$ cat config.mk
export PLATFORM = sky130hd
export DESIGN_NAME = att_ram
export DESIGN_NICKNAME = d
export VERILOG_FILES = /design/src/sv/att_ram.sv
export SDC_FILE = /design/constraint.sdc
export NUM_CORES = 1
export LEC_CHECK = 0
export CORE_MARGIN = 2
export CORE_UTILIZATION = 55
export CTS_CLUSTER_SIZE = 30
export DETAILED_ROUTE_END_ITERATION = 10
export DONT_BUFFER_PORTS = 1
export PLACE_DENSITY = 0.7
export SKIP_CTS_REPAIR_TIMING = 1
export SLEW_MARGIN = 20
export SYNTH_ARGS = -nofsm -noshare
export SYNTH_HDL_FRONTEND = slang
export SYNTH_SLANG_ARGS = --single-unit
$ cat constraint.sdc
create_clock -name i_clk -period 4 [get_ports i_clk]
set_input_delay 0.2 -clock i_clk [delete_from_list [all_inputs] [get_ports i_clk]]
set_output_delay 0.2 -clock i_clk [all_outputs]
set_load 0.01 [all_outputs]
$ cat src/sv/att_ram.sv
`timescale 1ns / 1ps
module att_ram #(
    parameter int WIDTH = 8,
    parameter int DEPTH = 16
) (
    input  logic                     i_clk,
    input  logic                     i_we,
    input  logic [$clog2(DEPTH)-1:0] i_addr,
    input  logic [WIDTH-1:0]         i_wdata,
    output logic [WIDTH-1:0]         o_rdata
);
    logic [WIDTH-1:0] r_mem [DEPTH];
    logic [WIDTH-1:0] r_rdata;

    always_ff @(posedge i_clk) begin
        if (i_we) begin
            r_mem[i_addr] <= i_wdata;
        end
        r_rdata <= r_mem[i_addr];
    end

    assign o_rdata = r_rdata;
endmodule

==> Yosys cells after proc, flatten, opt, wreduce, memory -nomap -nowiden <==
Memories as Yosys holds them, arrays and structs flattened. A register that Yosys moved wholly into a read port is not among the register bits.
Index checks and enable logic that the tools add are counted.
{ "totals": {"out_inout_bits": 8, "mem_count": 1, "input_bits": 14, "mem_bits_rw": 128, "regBits": 0, "elab_cells": 3} }
{ "memory_table": {"columns": ["name", "words", "word_bits", "rd", "rd_ports_with_merged_regs", "wr", "line", "rtl"], "rows": [
  ["r_mem", 16, 8, 1, 1, 1, "12", "logic [WIDTH-1:0] r_mem [DEPTH];"]
]} }
{ "classes": {"n_mux": 2} }
{ "ops": {"columns": ["operator", "n"], "rows": [
  ["$mux 1", 2]
]} }

==> Depth between registers and ports, before layout <==
Gate-level depths: netlist of the first run.
{ "logic_depth": {"word_depth": 2, "ltp_mapped": 5, "mapped_depth_nobuf": 3} }

==> Worst setup path before layout of the first run <==
No wires, ideal clock.
{ "synth_path": {"path_type": "input -> register", "start": "in i_addr[2]", "end": "mem r_mem[0][0], enable pin", "path_buffers": 0, "required_time_ps": 3617, "slack_ps": 2307, "arrival_ps": 1310, "setup_time_ps": 383, "stages": 2, "path_cell_list": "or3b_2 nor3_1"} }
{ "synth_lines": {"columns": ["element", "line", "rtl"], "rows": [
  ["start, declared", "8", "input logic [$clog2(DEPTH)-1:0] i_addr,"],
  ["end, declared", "12", null]
]} }
No word-level cell before the write port.

==> Worst setup path in the final report of the first run <==
{ "layout_path": {"start": "in i_addr[1]", "end": "mem r_mem[0][7], enable pin"} }
No word-level cell before the write port.

==> qor.csv, run 1 <==
stage;metric;value;unit
power_and_ir_drop;swShare;19.2;%
sta;layout_setup_ws;2.26;ns
power_and_ir_drop;power.switching;0.000629;W
detailed_routing;dr.pass1.iters;5;
sta;final-hold-violation-count;0;
power_and_ir_drop;power;0.00327;W
critical_path;worstSetupPathType;in2reg;
detailed_routing;first_iter_violations;162;
yosys;avgSynthCellArea;22.0;um^2
sta;slew_headroom;43.0;%
finish;final_cell_mix;128 x edfxtp_1, 32 x mux4_2, 16 x a22oi_1, 16 x clkbuf_16, 13 x nor2_1;
clock_tree;cts_tree;built;
power_and_ir_drop;p_comb_share;3.5;%
sta;fmax;575;MHz
global_route;grt_pass1_wl;13800;um
global_route;first_global_vias;2267;
finish;diodes;0;
critical_path;required;4.17;ns
power_and_ir_drop;power_density;557;nW/um^2
floorplanning;die-area;10000;um^2
yosys;syn-instance-count;230;
clock_tree;numCtsBuffers;17;
finish;finalInstanceArea;5880;um^2
power_and_ir_drop;seqPwrFrac;49.1;%
sta;drv_slew;0;
detailed_routing;vias_per_cell;6.18;
placement;place_area;5150;um^2
clock_tree;clockRootBuffer;clkbuf_8;
sta;final.setup.tns;0;ns
floorplanning;die_w;100;um
floorplanning;initial_core_util;55.6;%
floorplanning;io_pins;22;
yosys;synth-edff-count;128;
sta;fin_crit;1.74;ns
detailed_routing;drc;0;
outcome;outcome;finished clean;
detailed_routing;postRouteAntennaNets;0;
placement;dp_hpwl;5360;um
power_and_ir_drop;clockPowerShare;47.4;%
critical_path;end_kind;flip-flop;
clock_tree;clk_pin_slew;0.06;ns
global_route;grt_overflow_total;0;
yosys;ys_seq_area_share;79.0;%
yosys;ys_ff_latch;136;
placement;port_buffers;0;
global_route;grt_max_degree;40;
critical_path;crit_fanout;36;
yosys;ys.flop_type;edfxtp_1;
sta;rsz0062_at_grt;false;
yosys;syn_area;5070;um^2
finish;multi_input_comb_area;1020;um^2
finish;nets;263;
sta;clock_skew;0.00969;ns
placement;gp_congestion;0.779;
floorplanning;coreArea;9110;um^2
detailed_routing;vias;2306;
global_route;grt_usage;20.4;%
clock_tree;cts.path.max_buffers;2;
power_and_ir_drop;power.leakage;1.88;nW
detailed_routing;wl_per_cell;25.5;um
job;maxCapViolations;0;
finish;drive_above_1_share;26.0;%
power_and_ir_drop;vdd_drop_max;0.219;mV
finish;layout_commonest_cell;edfxtp_1;
yosys;synthArstFlopShare;0;%
sta;finalSetupViolations;0;
yosys;syn_nets;244;
clock_tree;clkLatencyLatePin;0.52;ns
clock_tree;cts_htree_levels;4;
finish;register_area;4000;um^2
critical_path;worstSetupStartpointType;input port;
global_route;antenna_found_initial;0;
yosys;ys_types;18;
min_path;hold_path_class;in2reg;
sta;worst_slew_pin_slew;0.852;ns
placement;place_ws;2.02;ns
sta;fin_crit_sh;43.5;%
finish;synthToLayoutAreaGrowth;16.1;%
floorplanning;die_y;100;um
sta;whs;0.0167;ns
power_and_ir_drop;internal_power;0.00265;W
detailed_routing;drt_wl_total;9520;um
clock_tree;cts.sinks;136;
finish;n_fill_cell;577;
floorplanning;rows;35;
yosys;ys_warn_count;0;
critical_path;critPathArrivalTime;1.91;ns
==> critical path, cell delays in order <==
cell	delay, ns
dlygate4sd3_1	0.66
nor3_2	0.22
dlygate4sd3_1	0.82
==> Yosys cell counts, types with 2 or more instances <==
| library cell | instances | area (um^2) |
|---|---|---|
| buf_6 | 2 | 22.5 |
| nor3_1 | 4 | 20.0 |
| nor2_1 | 13 | 48.8 |
| mux4_2 | 32 | 721 |
| buf_2 | 2 | 10.0 |
| clkbuf_1 | 2 | 7.51 |
| nand2b_1 | 2 | 12.5 |
| nand3b_1 | 2 | 15.0 |
| dfxtp_1 | 8 | 160 |
| edfxtp_1 | 128 | 3840 |
| nand2_1 | 9 | 33.8 |
| a22oi_1 | 16 | 120 |
| buf_1 | 4 | 15.0 |
| nor2b_1 | 2 | 12.5 |
==> final cells by class <==
cell class / instances / area share (%)
clock buffer: 21 / 7.81
timing repair buffer: 11 / 1.87
tap: 111 / 2.36
sequential: 136 / 68.1
multi-input combinational: 83 / 17.4
clock inverter: 11 / 2.49
==> metrics by stage <==
| step | cells | util (%) |
|---|---|---|
| floorplan | 230 | - |
| global placement | 330 | 56.5 |
| detailed placement | 330 | 56.6 |
| CTS | 362 | 63.2 |
| global route | 373 | 64.6 |
| finish | 373 | 64.6 |
==> power groups by stage <==
stage / Clock, W / Sequential, W / Combinational [W]
3_3_place_gp: 0 / 0.00164 / 0.0000839
3_5_place_dp: 0 / 0.00164 / 0.0000851
4_1_cts: 0.00157 / 0.00161 / 0.0000857
5_1_grt: 0.00163 / 0.00161 / 0.000124
2_1_floorplan: 0 / 0.00163 / 0.0000821
6_report: 0.00155 / 0.00161 / 0.000115
==> cells by family after synthesis <==
family,count (synthesis),share of synthesized area [%]
AO/OA/AOI/OAI,16,2.37
buffers and inverters,11,1.19
flip-flops,136,79.0
multiplexers,32,14.2
AND/OR/NAND/NOR,35,3.21
==> registers in the layout (all words and copies together) (netlist names) <==
register  count
o_rdata       8
r_mem       128
==> per-layer routing <==
layer	vias to the layer above	share of wire [%]	track usage, %
li1	999	-	-
met1	1194	41	28.5
met2	97	49	29.8
met3	16	6.7	6.13
met4	0	2.9	10.0
met5	-	0	0
==> path summary, 6_finish.rpt <==
path / start / depth (start not counted) / slack [ns] / end
setup reg to reg: r_mem[12][4] / 3 / 2.60 / o_rdata[4]
hold / removal: i_addr[1] / 3 / 0.02 / o_rdata[5]
hold reg to reg: r_mem[14][5] / 3 / 0.69 / o_rdata[5]
setup / recovery: i_addr[1] / 3 / 2.26 / r_mem[0][7]
(Power assumes the default switching activity.)
==> inputs of run 2 (changes only) <==
- ABC_AREA: not set -> 1
- clock period: 4 -> 1.75 ns (I/O delays scaled with it)
==> run 2 against run 1 <==
The flow now finishes with violations (hold timing); non-clock buffer count grew 19; cell area is 9.8% higher; first-iteration DRC count up 79%; flip-flop and latch count unchanged; sequential power is 130% higher; clock skew down 0.0049 ns; global-route usage increased by 2.8 points; count of clock-buffer cells in the layout is 4 lower; worst setup slack lost 2.0 ns; wire length up 29%; sequential share of layout area fell by 6.1 points; critical endpoint is now o_rdata[2]; largest cell class unchanged; largest power group unchanged.
==> qor.csv, run 2 <==
stage;metric;value;unit
detailed_routing;dr.pass1.iters;5;
yosys;synth_top_cells_by_area;edfxtp_1 69%, nand2_1 23%, dfxtp_1 2.9%, inv_1 1.4%, nor2_1 1.2%;
yosys;ys_seq_area_share;71.6;%
job;maxCapViolations;0;
detailed_routing;drc;0;
placement;gp_congestion;0.873;
critical_path;worstSetupStartpointType;flip-flop;
finish;diodes;0;
placement;dp_hpwl;7190;um
detailed_routing;first_iter_violations;290;
clock_tree;clockRootBuffer;clkbuf_8;
clock_tree;cts_htree_levels;4;
finish;layout_commonest_cell;nand2_1;
placement;place_ws;0.361;ns
yosys;ys_warn_count;0;
outcome;outcome;finished with violations;
finish;synthToLayoutAreaGrowth;15.5;%
global_route;grt_pass1_wl;18700;um
finish;top_register;r_mem;
placement;port_buffers;0;
global_route;met1_usage;28.2;%
floorplanning;io_pins;22;
power_and_ir_drop;power.leakage;2.74;nW
yosys;yosysTopAreaCell;edfxtp_1;
sta;fin_crit_sh;82.8;%
sta;fin_crit;1.45;ns
finish;largest_register_ffs;128;
floorplanning;die-area;11000;um^2
global_route;antenna_found_initial;0;
detailed_routing;postRouteAntennaNets;0;
detailed_routing;drt_wl_total;12300;um
yosys;ys_ff_latch;136;
floorplanning;die_y;105;um
sta;clock_skew;0.00482;ns
global_route;first_global_vias;3665;
global_route;top_usage_layer;met2;
clock_tree;cts.sinks;136;
floorplanning;initial_core_util;57.0;%
floorplanning;rows;36;
outcome;violations;hold timing;
sta;rsz0062_at_grt;false;
critical_path;required;2.16;ns
finish;drive_above_1_share;7.98;%
min_path;hold_path_class;in2reg;
yosys;post-synth-top-count-cell;nand2_1;
sta;final-hold-violation-count;6;
global_route;grt_util_met3;7.30;%
global_route;grt_usage;23.2;%
sta;final.setup.tns;0;ns
yosys;syn-instance-count;548;
sta;worst_slew_pin_slew;0.830;ns
global_route;grt_overflow_total;0;
detailed_routing;wl_per_cell;17.0;um
finish;finish.utilization;65.8;%
yosys;syn_area;5590;um^2
critical_path;crit_fanout;1;
yosys;syn_nets;562;
detailed_routing;vias;3742;
clock_tree;clkLatencyLatePin;0.53;ns
critical_path;worstSetupPathType;reg2reg;
clock_tree;cts_tree;built;
sta;finalSetupViolations;0;
yosys;synth.top_cell.area_share;68.7;%
sta;whs;-0.0432;ns
yosys;ys.flop_type;edfxtp_1;
floorplanning;die_w;105;um
finish;register_area;4000;um^2
yosys;synth-edff-count;128;
critical_path;end_kind;flip-flop;
finish;final_cell_mix;346 x nand2_1, 128 x edfxtp_1, 21 x inv_1;
floorplanning;coreArea;9820;um^2
clock_tree;clk_pin_slew;0.06;ns
clock_tree;cts.path.max_buffers;2;
yosys;synthArstFlopShare;0;%
power_and_ir_drop;power;0.00734;W
yosys;synth_common_cells;346 x nand2_1, 128 x edfxtp_1, 21 x inv_1, 18 x nor2_1, 12 x buf_2;
finish;multi_input_comb_area;1390;um^2
global_route;grt_max_degree;68;
finish;n_fill_cell;793;
power_and_ir_drop;power_density;1140;nW/um^2
sta;slew_headroom;44.5;%
global_route;use_met2;38.5;%
detailed_routing;vias_per_cell;5.18;
sta;fmax;690;MHz
sta;drv_slew;0;
yosys;avgSynthCellArea;10.2;um^2
power_and_ir_drop;vdd_drop_max;1.15;mV
sta;layout_setup_ws;0.301;ns
clock_tree;numCtsBuffers;17;
critical_path;critPathArrivalTime;1.86;ns
finish;nets;590;
yosys;ys_types;11;
run 2: worst paths after layout:
kind,from,end,slack (ns),cells past startpoint
hold / removal,i_addr[1],o_rdata[1],-0.04,6
hold reg to reg,r_mem[8][7],o_rdata[7],0.72,8
setup / recovery,r_mem[10][2],o_rdata[2],0.30,9
setup reg to reg,r_mem[10][2],o_rdata[2],0.30,9
run 2: critical path, stage by stage (launching register included):
cell	delay [ns]
edfxtp_1	0.36
nand2_1	0.07
nand2_1	0.05
nand2_1	0.05
dlygate4sd3_1	0.55
nand2_1	0.06
nand2_1	0.06
nand2_1	0.05
inv_1	0.04
nand2_1	0.06
run 2: stage by stage:
stage,instance area (um^2),cells
final,6460,722
after global routing,6460,722
after CTS,6330,710
after detailed placement,5780,678
after global placement,5780,678
after floorplan,5590,548
run 2: final cells by class:
cell class	instances	area share, %
Sequential cell	136	62.0
Clock buffer	17	6.41
Tap cell	133	2.58
Inverter	23	1.34
Multi-Input combinational cell	368	21.5
Timing Repair Buffer	30	4.11
Clock inverter	15	2.09
run 2: cells by family after synthesis:
| group | count (synthesis) | synth area share, % |
|---|---|---|
| flip-flops | 136 | 71.6 |
| AND/OR/NAND/NOR | 368 | 24.8 |
| buffers and inverters | 44 | 3.62 |
run 2: power breakdown:
| part | switching [W] | internal, W | total [W] |
|---|---|---|---|
| clock network | 0.00128 | 0.00199 | 0.00327 |
| registers | 0.0000327 | 0.00364 | 0.00368 |
| logic | 0.000276 | 0.000117 | 0.000392 |
| total | 0.00159 | 0.00576 | 0.00734 |
run 2: routing by layer:
layer  wire length, um  vias up
met5                 0        -
met4               233        0
met3               816       19
met2              6280      129
met1              4930     1783
li1                  -     1811
